==> config.mk <==
export PLATFORM = sky130hd
export DESIGN_NAME = sorted_table_binary_search
export DESIGN_NICKNAME = d
export VERILOG_FILES = /design/src/rtl/stbs_pkg.sv /design/src/rtl/stbs_key_ram.sv /design/src/rtl/sorted_table_binary_search.sv
export SDC_FILE = /design/constraint.sdc
export NUM_CORES = 2
export LEC_CHECK = 0
export ABC_CLOCK_PERIOD_IN_PS = 7350
export BUFFER_PORTS_ARGS = -buffer_cell sky130_fd_sc_hd__buf_2
export CELL_PAD_IN_SITES_DETAIL_PLACEMENT = 1
export CELL_PAD_IN_SITES_GLOBAL_PLACEMENT = 2
export CORE_ASPECT_RATIO = 1.75
export CORE_MARGIN = 3
export CORE_UTILIZATION = 33
export CTS_BUF_LIST = sky130_fd_sc_hd__clkbuf_16
export CTS_CLUSTER_DIAMETER = 30
export DETAILED_ROUTE_END_ITERATION = 6
export PLACE_DENSITY = 0.58
export SLEW_MARGIN = 10
export SYNTH_ARGS = -nofsm -noshare
export SYNTH_HDL_FRONTEND = slang
export SYNTH_HIERARCHICAL = 1
export SYNTH_SLANG_ARGS = --single-unit
==> constraint.sdc <==
create_clock -name clock -period 7.35 [get_ports clock]
set_input_delay 1.47 -clock clock [delete_from_list [all_inputs] [get_ports clock]]
set_output_delay 1.47 -clock clock [all_outputs]
set_load 0.05 [all_outputs]
==> src/rtl/stbs_pkg.sv <==
// Shared types and constants for the sorted key table search block.
package stbs_pkg;

   localparam int KEY_W      = 32;
   localparam int INDEX_W    = 7;
   localparam int LENGTH_W   = 8;
   localparam int POSITION_W = 8;
   localparam int CSR_DATA_W = 32;
   localparam int CSR_ADDR_W = 1;

   // Command carried in req_tuser.
   typedef enum logic {
      CMD_WRITE  = 1'b0,
      CMD_SEARCH = 1'b1
   } cmd_type;

   // Configuration register addresses.
   typedef enum logic [CSR_ADDR_W-1:0] {
      REG_TABLE_LENGTH = 1'b0,
      REG_UNUSED       = 1'b1
   } csr_addr_type;

   typedef logic signed [KEY_W-1:0] key_type;

endpackage

==> src/rtl/stbs_key_ram.sv <==
// Single-port-write, single-port-read key memory with registered read data.
module stbs_key_ram
   import stbs_pkg::*;
#(
   parameter int DEPTH = 128,
   parameter int AW    = $clog2(DEPTH)
) (
   input  logic          clock,
   input  logic          wr_en,
   input  logic [AW-1:0] wr_addr,
   input  key_type       wr_data,
   input  logic          rd_en,
   input  logic [AW-1:0] rd_addr,
   output key_type       rd_data
);

   key_type mem [DEPTH];
   key_type rd_data_ff;

   always_ff @(posedge clock) begin
      if (wr_en) begin
         mem[wr_addr] <= wr_data;
      end
   end

   always_ff @(posedge clock) begin
      if (rd_en) begin
         rd_data_ff <= mem[rd_addr];
      end
   end

   assign rd_data = rd_data_ff;

endmodule

==> src/rtl/sorted_table_binary_search.sv <==
// Sorted key table with a binary search: a write command stores one signed
// 32-bit key in the table and returns nothing; a search command probes the
// first table_length entries (clamped to DEPTH) with a halving interval and
// returns one transaction on the rsp side: found in rsp_tuser and the 1-based
// matching slot (0 when not found) in rsp_tdata. The table is one memory with
// a registered read port, and each probe is a read (ST_PROBE) followed by a
// compare (ST_COMPARE). A search that misses ends on a probe step that sees
// the empty interval; a finished search waits for rsp_tready when the
// previous result is still unread. req_tready is high only while no search
// is running; a finished result sits in the output register and does not
// block new transactions. Keys must be sorted ascending and written before
// a search reads them; unwritten slots read as garbage. table_length is
// written over the APB-style port at byte address 0; the user must write
// it only while the block is idle, as the block does not enforce this.
module sorted_table_binary_search
   import stbs_pkg::*;
#(
   parameter int DEPTH = 128
) (
   input  logic                  clock,
   input  logic                  reset,
   // request stream
   input  logic                  req_tvalid,
   output logic                  req_tready,
   input  logic [39:0]           req_tdata,   // entry_index[6:0], key_value[38:7], zero pad
   input  logic [0:0]            req_tuser,   // cmd[0]
   // result stream
   output logic                  rsp_tvalid,
   input  logic                  rsp_tready,
   output logic [7:0]            rsp_tdata,   // position[7:0]
   output logic [0:0]            rsp_tuser,   // found[0]
   // configuration port
   input  logic                  csr_psel,
   input  logic                  csr_penable,
   input  logic                  csr_pwrite,
   input  logic [CSR_ADDR_W-1:0] csr_paddr,
   input  logic [CSR_DATA_W-1:0] csr_pwdata,
   output logic [CSR_DATA_W-1:0] csr_prdata,
   output logic                  csr_pready
);

   localparam int AW = (DEPTH > 1) ? $clog2(DEPTH) : 1;
   // Interval bounds run up to DEPTH itself (exclusive end).
   localparam int LW = $clog2(DEPTH + 1);

   typedef enum logic [1:0] {
      ST_IDLE,
      ST_PROBE,
      ST_COMPARE,
      ST_DONE
   } state_type;

   // Unpack the request transaction.
   logic [INDEX_W-1:0] req_entry_index;
   key_type            req_key_value;
   cmd_type            req_cmd;

   assign req_entry_index = req_tdata[INDEX_W-1:0];
   assign req_key_value   = req_tdata[INDEX_W +: KEY_W];
   assign req_cmd         = cmd_type'(req_tuser[0]);

   // Configuration register.
   logic [LENGTH_W-1:0] table_length_ff, table_length_in;
   logic                csr_write;

   assign csr_pready = 1'b1;
   assign csr_write  = csr_psel && csr_penable && csr_pwrite && csr_pready;

   always_comb begin
      table_length_in = table_length_ff;
      if (csr_write && csr_addr_type'(csr_paddr) == REG_TABLE_LENGTH) begin
         table_length_in = csr_pwdata[LENGTH_W-1:0];
      end
   end

   always_comb begin
      unique case (csr_addr_type'(csr_paddr))
         REG_TABLE_LENGTH: csr_prdata = CSR_DATA_W'(table_length_ff);
         default:          csr_prdata = '0;
      endcase
   end

   // Search state.
   state_type              state_ff, state_in;
   logic                   rsp_valid_ff, rsp_valid_in;
   logic                   found_ff, found_in;
   logic [POSITION_W-1:0]  position_ff, position_in;
   logic                   done_found_ff, done_found_in;
   logic [POSITION_W-1:0]  done_position_ff, done_position_in;
   key_type                key_ff, key_in;
   logic [LW-1:0]          lo_ff, lo_in;
   logic [LW-1:0]          end_ff, end_in;
   logic [AW-1:0]          mid_ff, mid_in;

   logic                   req_accept;
   logic [31:0]            len_wide;
   logic [LW-1:0]          len_clamped;
   logic [LW:0]            mid_sum;
   logic [AW-1:0]          mid_next;
   logic                   ram_wr_en;
   logic                   ram_rd_en;
   key_type                ram_rd_data;

   assign req_tready = (state_ff == ST_IDLE);
   assign req_accept = req_tvalid && req_tready;

   // Clamp the table length to the memory depth.
   assign len_wide    = (32'(table_length_ff) > 32'(DEPTH)) ? 32'(DEPTH)
                                                             : 32'(table_length_ff);
   assign len_clamped = len_wide[LW-1:0];

   // Floor midpoint of the closed interval [lo, end-1].
   assign mid_sum  = ({1'b0, lo_ff} + {1'b0, end_ff} - (LW+1)'(1)) >> 1;
   assign mid_next = mid_sum[AW-1:0];

   // Drop writes aimed beyond the memory.
   assign ram_wr_en = req_accept && (req_cmd == CMD_WRITE) &&
                      (32'(req_entry_index) < 32'(DEPTH));
   assign ram_rd_en = (state_ff == ST_PROBE);

   stbs_key_ram #(
      .DEPTH (DEPTH),
      .AW    (AW)
   ) u_key_ram (
      .clock   (clock),
      .wr_en   (ram_wr_en),
      .wr_addr (AW'(req_entry_index)),
      .wr_data (req_key_value),
      .rd_en   (ram_rd_en),
      .rd_addr (mid_next),
      .rd_data (ram_rd_data)
   );

   always_comb begin
      state_in         = state_ff;
      rsp_valid_in     = rsp_valid_ff;
      found_in         = found_ff;
      position_in      = position_ff;
      done_found_in    = done_found_ff;
      done_position_in = done_position_ff;
      key_in           = key_ff;
      lo_in            = lo_ff;
      end_in           = end_ff;
      mid_in           = mid_ff;

      // Retire the held result once the sink takes it.
      if (rsp_valid_ff && rsp_tready) begin
         rsp_valid_in = 1'b0;
      end

      unique case (state_ff)
         ST_IDLE: begin
            // Start a search; writes complete in this cycle.
            if (req_accept && req_cmd == CMD_SEARCH) begin
               key_in   = req_key_value;
               lo_in    = '0;
               end_in   = len_clamped;
               state_in = ST_PROBE;
            end
         end
         ST_PROBE: begin
            // Issue the read at the midpoint, or stop on an empty interval.
            if (lo_ff < end_ff) begin
               mid_in   = mid_next;
               state_in = ST_COMPARE;
            end else begin
               done_found_in    = 1'b0;
               done_position_in = '0;
               state_in         = ST_DONE;
            end
         end
         ST_COMPARE: begin
            // Narrow the interval toward the key.
            if (ram_rd_data == key_ff) begin
               done_found_in    = 1'b1;
               done_position_in = POSITION_W'(32'(mid_ff) + 32'd1);
               state_in         = ST_DONE;
            end else if (ram_rd_data < key_ff) begin
               lo_in    = LW'(32'(mid_ff) + 32'd1);
               state_in = ST_PROBE;
            end else begin
               end_in   = LW'(mid_ff);
               state_in = ST_PROBE;
            end
         end
         ST_DONE: begin
            // Hand the result to the output register once it is free.
            if (!rsp_valid_ff || rsp_tready) begin
               rsp_valid_in = 1'b1;
               found_in     = done_found_ff;
               position_in  = done_position_ff;
               state_in     = ST_IDLE;
            end
         end
         default: state_in = ST_IDLE;
      endcase
   end

   always_ff @(posedge clock) begin
      if (reset) begin
         state_ff        <= ST_IDLE;
         rsp_valid_ff    <= 1'b0;
         table_length_ff <= '0;
      end else begin
         state_ff        <= state_in;
         rsp_valid_ff    <= rsp_valid_in;
         table_length_ff <= table_length_in;
      end
   end

   always_ff @(posedge clock) begin
      found_ff         <= found_in;
      position_ff      <= position_in;
      done_found_ff    <= done_found_in;
      done_position_ff <= done_position_in;
      key_ff           <= key_in;
      lo_ff            <= lo_in;
      end_ff           <= end_in;
      mid_ff           <= mid_in;
   end

   assign rsp_tvalid   = rsp_valid_ff;
   assign rsp_tdata    = position_ff;
   assign rsp_tuser[0] = found_ff;

endmodule

# Yosys cells after proc, flatten, opt, wreduce, memory -nomap -nowiden
# Memory sizes are Yosys's and may differ from the RTL's. A register that Yosys moved wholly into a read port is not among the register bits.
# Index checks and enable logic that the tools add are counted.
# classes
n_mux	26
n_lt_le_gt_ge	3
addsub	3
reduce_logical	19
bitwise_logic	2
eq_ne	11
# op_table
op	n
$mux W8	10
$pmux W8 S2	3
$eq A32 B32 Y1	1
$lt A32 B32 Y1	1
$ne A2 B2 Y1 const B	6
$add A7 B1 Y8 const B	1
$add A8 B8 Y8	1
$gt A8 B8 Y1 const B	1
$lt A8 B8 Y1	1
$mux W1	8
$pmux W2 S4	1
$reduce_and A2 Y1	4
$reduce_and A4 Y1	2
$sub A8 B1 Y8 const B	1
$logic_and A1 B1 Y1	7
$mux W2	3
$eq A2 B2 Y1 const B	2
$reduce_bool A2 Y1	2
$reduce_and A3 Y1	1
$eq A2 B1 Y1 const B	1
$logic_not A2 Y1	1
$ne A2 B1 Y1 const B	1
$not A1 Y1	2
$pmux W1 S2	1
2 further kinds	2
# totals
mem_bits_rw	4096
inputBits	81
output_inout_bits	44
regBits	84
mem_count	1
# mem_list
name	words	width	rd	rd_clocked_by_memory_dff	write_ports	line_no	text
u_key_ram.mem	128	32	1	1	1	stbs_key_ram.sv:17	key_type mem [DEPTH];

# Logic depth before layout (Yosys ltp)
# logic_depth
word_depth	5
ltp_mapped	16
ltp_nobuf	14

# By module
# Netlist, hierarchy kept.
# by_module_without_submodules
mod	cells_per_inst	n_inst	area_each_um2
stbs_key_ram	5990	1	156596.4
sorted_table_binary_search	413	1	4608.2

# Least setup slack after synthesis
# Ideal clock, no wire load.
# synth_path
kind	input to register
from	input req_tvalid
to	memory u_key_ram/mem[98][0] (netlist name) (enable)
setup_time_ns	0.461
stages	5
n_path_buf	1
path_slack_ns	2.488
required_time_ns	6.889
arrival_time_ns	4.401
cell_sequence	nand2_1 nor2_1 clkbuf_1 nand4_1 nor3_1
# synth_via
elab_chain_len	4
# synth_lines
item	line_no	text
from (decl)	sorted_table_binary_search.sv:23	input logic req_tvalid,
$logic_and A1 B1 Y1	sorted_table_binary_search.sv:105	assign req_accept = req_tvalid && req_tready;
$logic_and A1 B1 Y1	sorted_table_binary_search.sv:117	assign ram_wr_en = req_accept && (req_cmd == CMD_WRITE) &&
named net ram_wr_en	sorted_table_binary_search.sv:100	logic ram_wr_en;
$mux W1	stbs_key_ram.sv:21	if (wr_en) begin
$mux W1 (not written as such)	stbs_key_ram.sv:22	mem[wr_addr] <= wr_data;
to (decl)	stbs_key_ram.sv:17	
# The timed path passes the listed nets, and every way through them passes these cells.

# Worst setup path in the final report
# layout_path
from	register end_ff[1]
to	register u_key_ram.rd_data_ff[7], in the netlist u_key_ram/rd_data[7], read port of u_key_ram.mem (data pin)
# layout_via
elab_chain_len	2
# layout_lines
item	line_no	text
from (decl)	sorted_table_binary_search.sv:92	logic [LW-1:0] end_ff, end_in;
from (signal assigned)	sorted_table_binary_search.sv:218	end_ff <= end_in;
$add A8 B8 Y8	sorted_table_binary_search.sv:113	assign mid_sum = ({1'b0, lo_ff} + {1'b0, end_ff} - (LW+1)'(1)) >> 1;
$sub A8 B1 Y8	sorted_table_binary_search.sv:113	
named net mid_next[2]	sorted_table_binary_search.sv:99	logic [AW-1:0] mid_next;
to (decl)	stbs_key_ram.sv:18	key_type rd_data_ff;
# The timed path passes the listed nets, and every way through them passes these cells.
# A chain may end at the register's enable or synchronous reset.

==> impl_metrics.json <==
{
  "critPathMaxFanout": 88,
  "cts_buffers": 566,
  "cp.required_ns": 8.06,
  "post_drt_wl_per_cell_um": 34.0,
  "ys_ff_latch": 4212,
  "total_power_mw": 90.5,
  "die_area_sq_um": 497000,
  "synth_ff_type": "edfxtp_1",
  "clk_pin_slew_ns": 0.06,
  "io_buffer_count": 74,
  "yosys.area.top_type_share_pct": 78.3,
  "grt_overflow": 0,
  "dpl.hpwl_um": 280000,
  "fin_crit_sh_pct": 71.9,
  "p_comb_share_pct": 39.2,
  "period_minus_slack_ns": 5.28,
  "vdd_drop_max_mv": 0.518,
  "postCtsHoldBufs": 0,
  "grt_usage_pct": 19.1,
  "r2r-end": "u_key_ram/rd_data[7]",
  "rows": 339,
  "routabilityCongestion": 0.785,
  "max_freq_mhz": 189,
  "area_growth_pct": 18.9,
  "die_h_um": 931,
  "clk_latency_ns": 0.96,
  "synth.largest_area_cell": "edfxtp_1",
  "seqPwrFrac_pct": 29.8,
  "intPower_mw": 58.9,
  "first_pass_iters": 5,
  "setup_viol": 0,
  "h-tree-depth": 6,
  "path_class": "reg2reg",
  "start_util_pct": 33.1,
  "fin_skew_ns": 0.0561,
  "vias": 73900,
  "drive_above_1_share_pct": 37.4,
  "drt-vias-per-instance": 5.24,
  "synth_cell_types": 51,
  "drt-initial-drc-count": 7556,
  "drc": 0,
  "synthTopCellsByArea": "edfxtp_1, mux4_2, clkbuf_1",
  "regToRegSetupSlack_ns": 2.07,
  "maxCapViolCount": 0,
  "critPathCapture": "u_key_ram/rd_data[7]",
  "fin_nets": 7124,
  "relSlewSlack_pct": 13.5,
  "ctsResizeCount": 0,
  "powerDensity_nw_per_um2": 472,
  "synth_edf_count": 4201,
  "coreArea_sq_um": 487000,
  "hold_violations": 0,
  "switching_share_pct": 34.9,
  "ant_nets": 0,
  "p_leak_nw": 59.2,
  "grt_pass1_vias": 80000,
  "async_flop_share_pct": 0,
  "antenna_found_initial": 67,
  "netlist_instances": 6403,
  "ys_warn_count": 6,
  "seq_area_frac_synth_pct": 78.4,
  "r2r_cells": 14,
  "hp-class": "reg2reg",
  "end_kind": "register",
  "die_w_um": 534,
  "grt_setup_unrepaired": "false",
  "crit_start": "end_ff[1]",
  "slew_viol_final": 0,
  "clock_power_share_pct": 31.0,
  "clock-sinks": 4212,
  "r2r-start": "end_ff[1]",
  "clockRootBuffer": "clkbuf_16",
  "status": "finished clean",
  "clock_path_buffers": 4,
  "cts_tree": "built",
  "wirelength_um": 479000,
  "p_switching_mw": 31.6,
  "synth.avg_cell_area_sq_um": 25.2,
  "grt_first_pass_wirelength_um": 660000,
  "post_cts_buffers": 0,
  "tns_ns": 0,
  "pin_count": 125,
  "worst_pin_slew_ns": 1.30,
  "final_util_pct": 39.4,
  "cp-start-kind": "register",
  "grt_max_degree": 114,
  "syn-cell-area_sq_um": 161000,
  "cp.arrival_ns": 5.99
}
==> state kept, by name, indices dropped and copies added (netlist names) <==
signal,cells
u_key_ram/mem,4096
key_ff,32
u_key_ram/rd_data,32
done_position_ff,8
end_ff,8
lo_ff,8
rsp_tdata,8
table_length_ff,8
mid_ff,7
state_ff,2
done_found_ff,1
rsp_tuser,1
rsp_tvalid,1
==> routing by layer <==
layer | track usage, % | up-vias | part of all wire, %
met5 | 0 | - | 0.029
met4 | 7.35 | 22 | 3.5
met3 | 2.59 | 640 | 4.9
met2 | 35.3 | 2319 | 55
met1 | 22.3 | 41600 | 36
li1 | - | 29300 | -
==> metrics by stage <==
step	setup WS, ns	hold slack [ns]	std cells	instance area, sq um
2_1_floorplan	2.49	0.400	6426	161000
3_3_place_gp	2.00	0.403	12900	172000
3_5_place_dp	1.92	0.406	12900	172000
4_1_cts	2.01	0.418	13900	191000
5_1_grt	1.91	0.422	14100	192000
6_report	2.07	0.415	14100	192000
==> area by class of cell <==
cell class | count | area [sq um]
diodes | 178 | 445
repair buffers | 338 | 2920
inverters | 64 | 248
fillers | 45400 | 295000
clock inverters | 449 | 4830
flip-flops and latches | 4212 | 126000
clock buffers | 583 | 14600
multi-input cells | 1804 | 34200
well taps | 6479 | 8110
==> synth_stat cells, drive strengths merged (19+ instances only) <==
cell type and instances:
nor2b 19, a21oi 30, clkbuf 187, nand2 51, ha 56, mux4 1344, buf 159, nor2 135
inv 64, mux2 32, edfxtp 4201, nand3 21
==> power groups by stage <==
| stage | sequential [mW] | clock (mW) | combinational (mW) |
|---|---|---|---|
| 3_5_place_dp | 27.5 | 0 | 36.3 |
| 2_1_floorplan | 27.4 | 0 | 20.6 |
| 3_3_place_gp | 27.5 | 0 | 36.0 |
| 4_1_cts | 27.0 | 28.6 | 36.4 |
| 6_report | 27.0 | 28.1 | 35.4 |
| 5_1_grt | 27.0 | 29.6 | 36.6 |
==> how the worst min path moves through the flow <==
stage,from,end,cells after the start
after floorplan,done_position_ff[0],rsp_tdata[0],0
after global placement,done_found_ff,rsp_tuser,0
after global routing,done_position_ff[4],rsp_tdata[4],0
after detailed placement,done_position_ff[4],rsp_tdata[4],0
final,done_position_ff[4],rsp_tdata[4],0
after CTS,done_position_ff[4],rsp_tdata[4],0
==> critical path, stage by stage, from the launching register on <==
cell	delay, ns
edfxtp_1	0.39
inv_1	0.09
ha_1	0.22
inv_1	0.13
ha_4	0.15
inv_1	0.04
fa_1	0.41
xnor2_2	0.21
buf_12	0.26
buf_12	0.36
buf_12	0.44
mux4_2	0.41
mux4_2	0.65
mux4_2	0.61
mux2_2	0.29
==> cell families after synthesis <==
logic type | share of synthesized area, %
AOI/OAI and AO/OA | 0.241
buffers and inverters | 1.09
DFF | 78.4
other | 0.00466
muxes | 19.0
adders and majority gates | 0.447
and+or+nand+nor | 0.760
xor gates and xnor gates | 0.0652
==> placed cells by master (no fill, tap or decap), types with 32 or more instances in the layout <==
cell type / count
edfxtp_1: 4201
mux4_2: 1344
clkbuf_16: 583
buf_4: 257
diode_2: 178
nor2_4: 119
inv_1: 102
inv_6: 71
clkinv_1: 69
bufinv_16: 68
clkinvlp_4: 67
ha_1: 54
nand2_1: 51
clkinv_2: 50
clkinv_4: 42
buf_2: 42
buf_12: 39
mux2_2: 32
No activity file was read; power rests on OpenSTA's default activity.
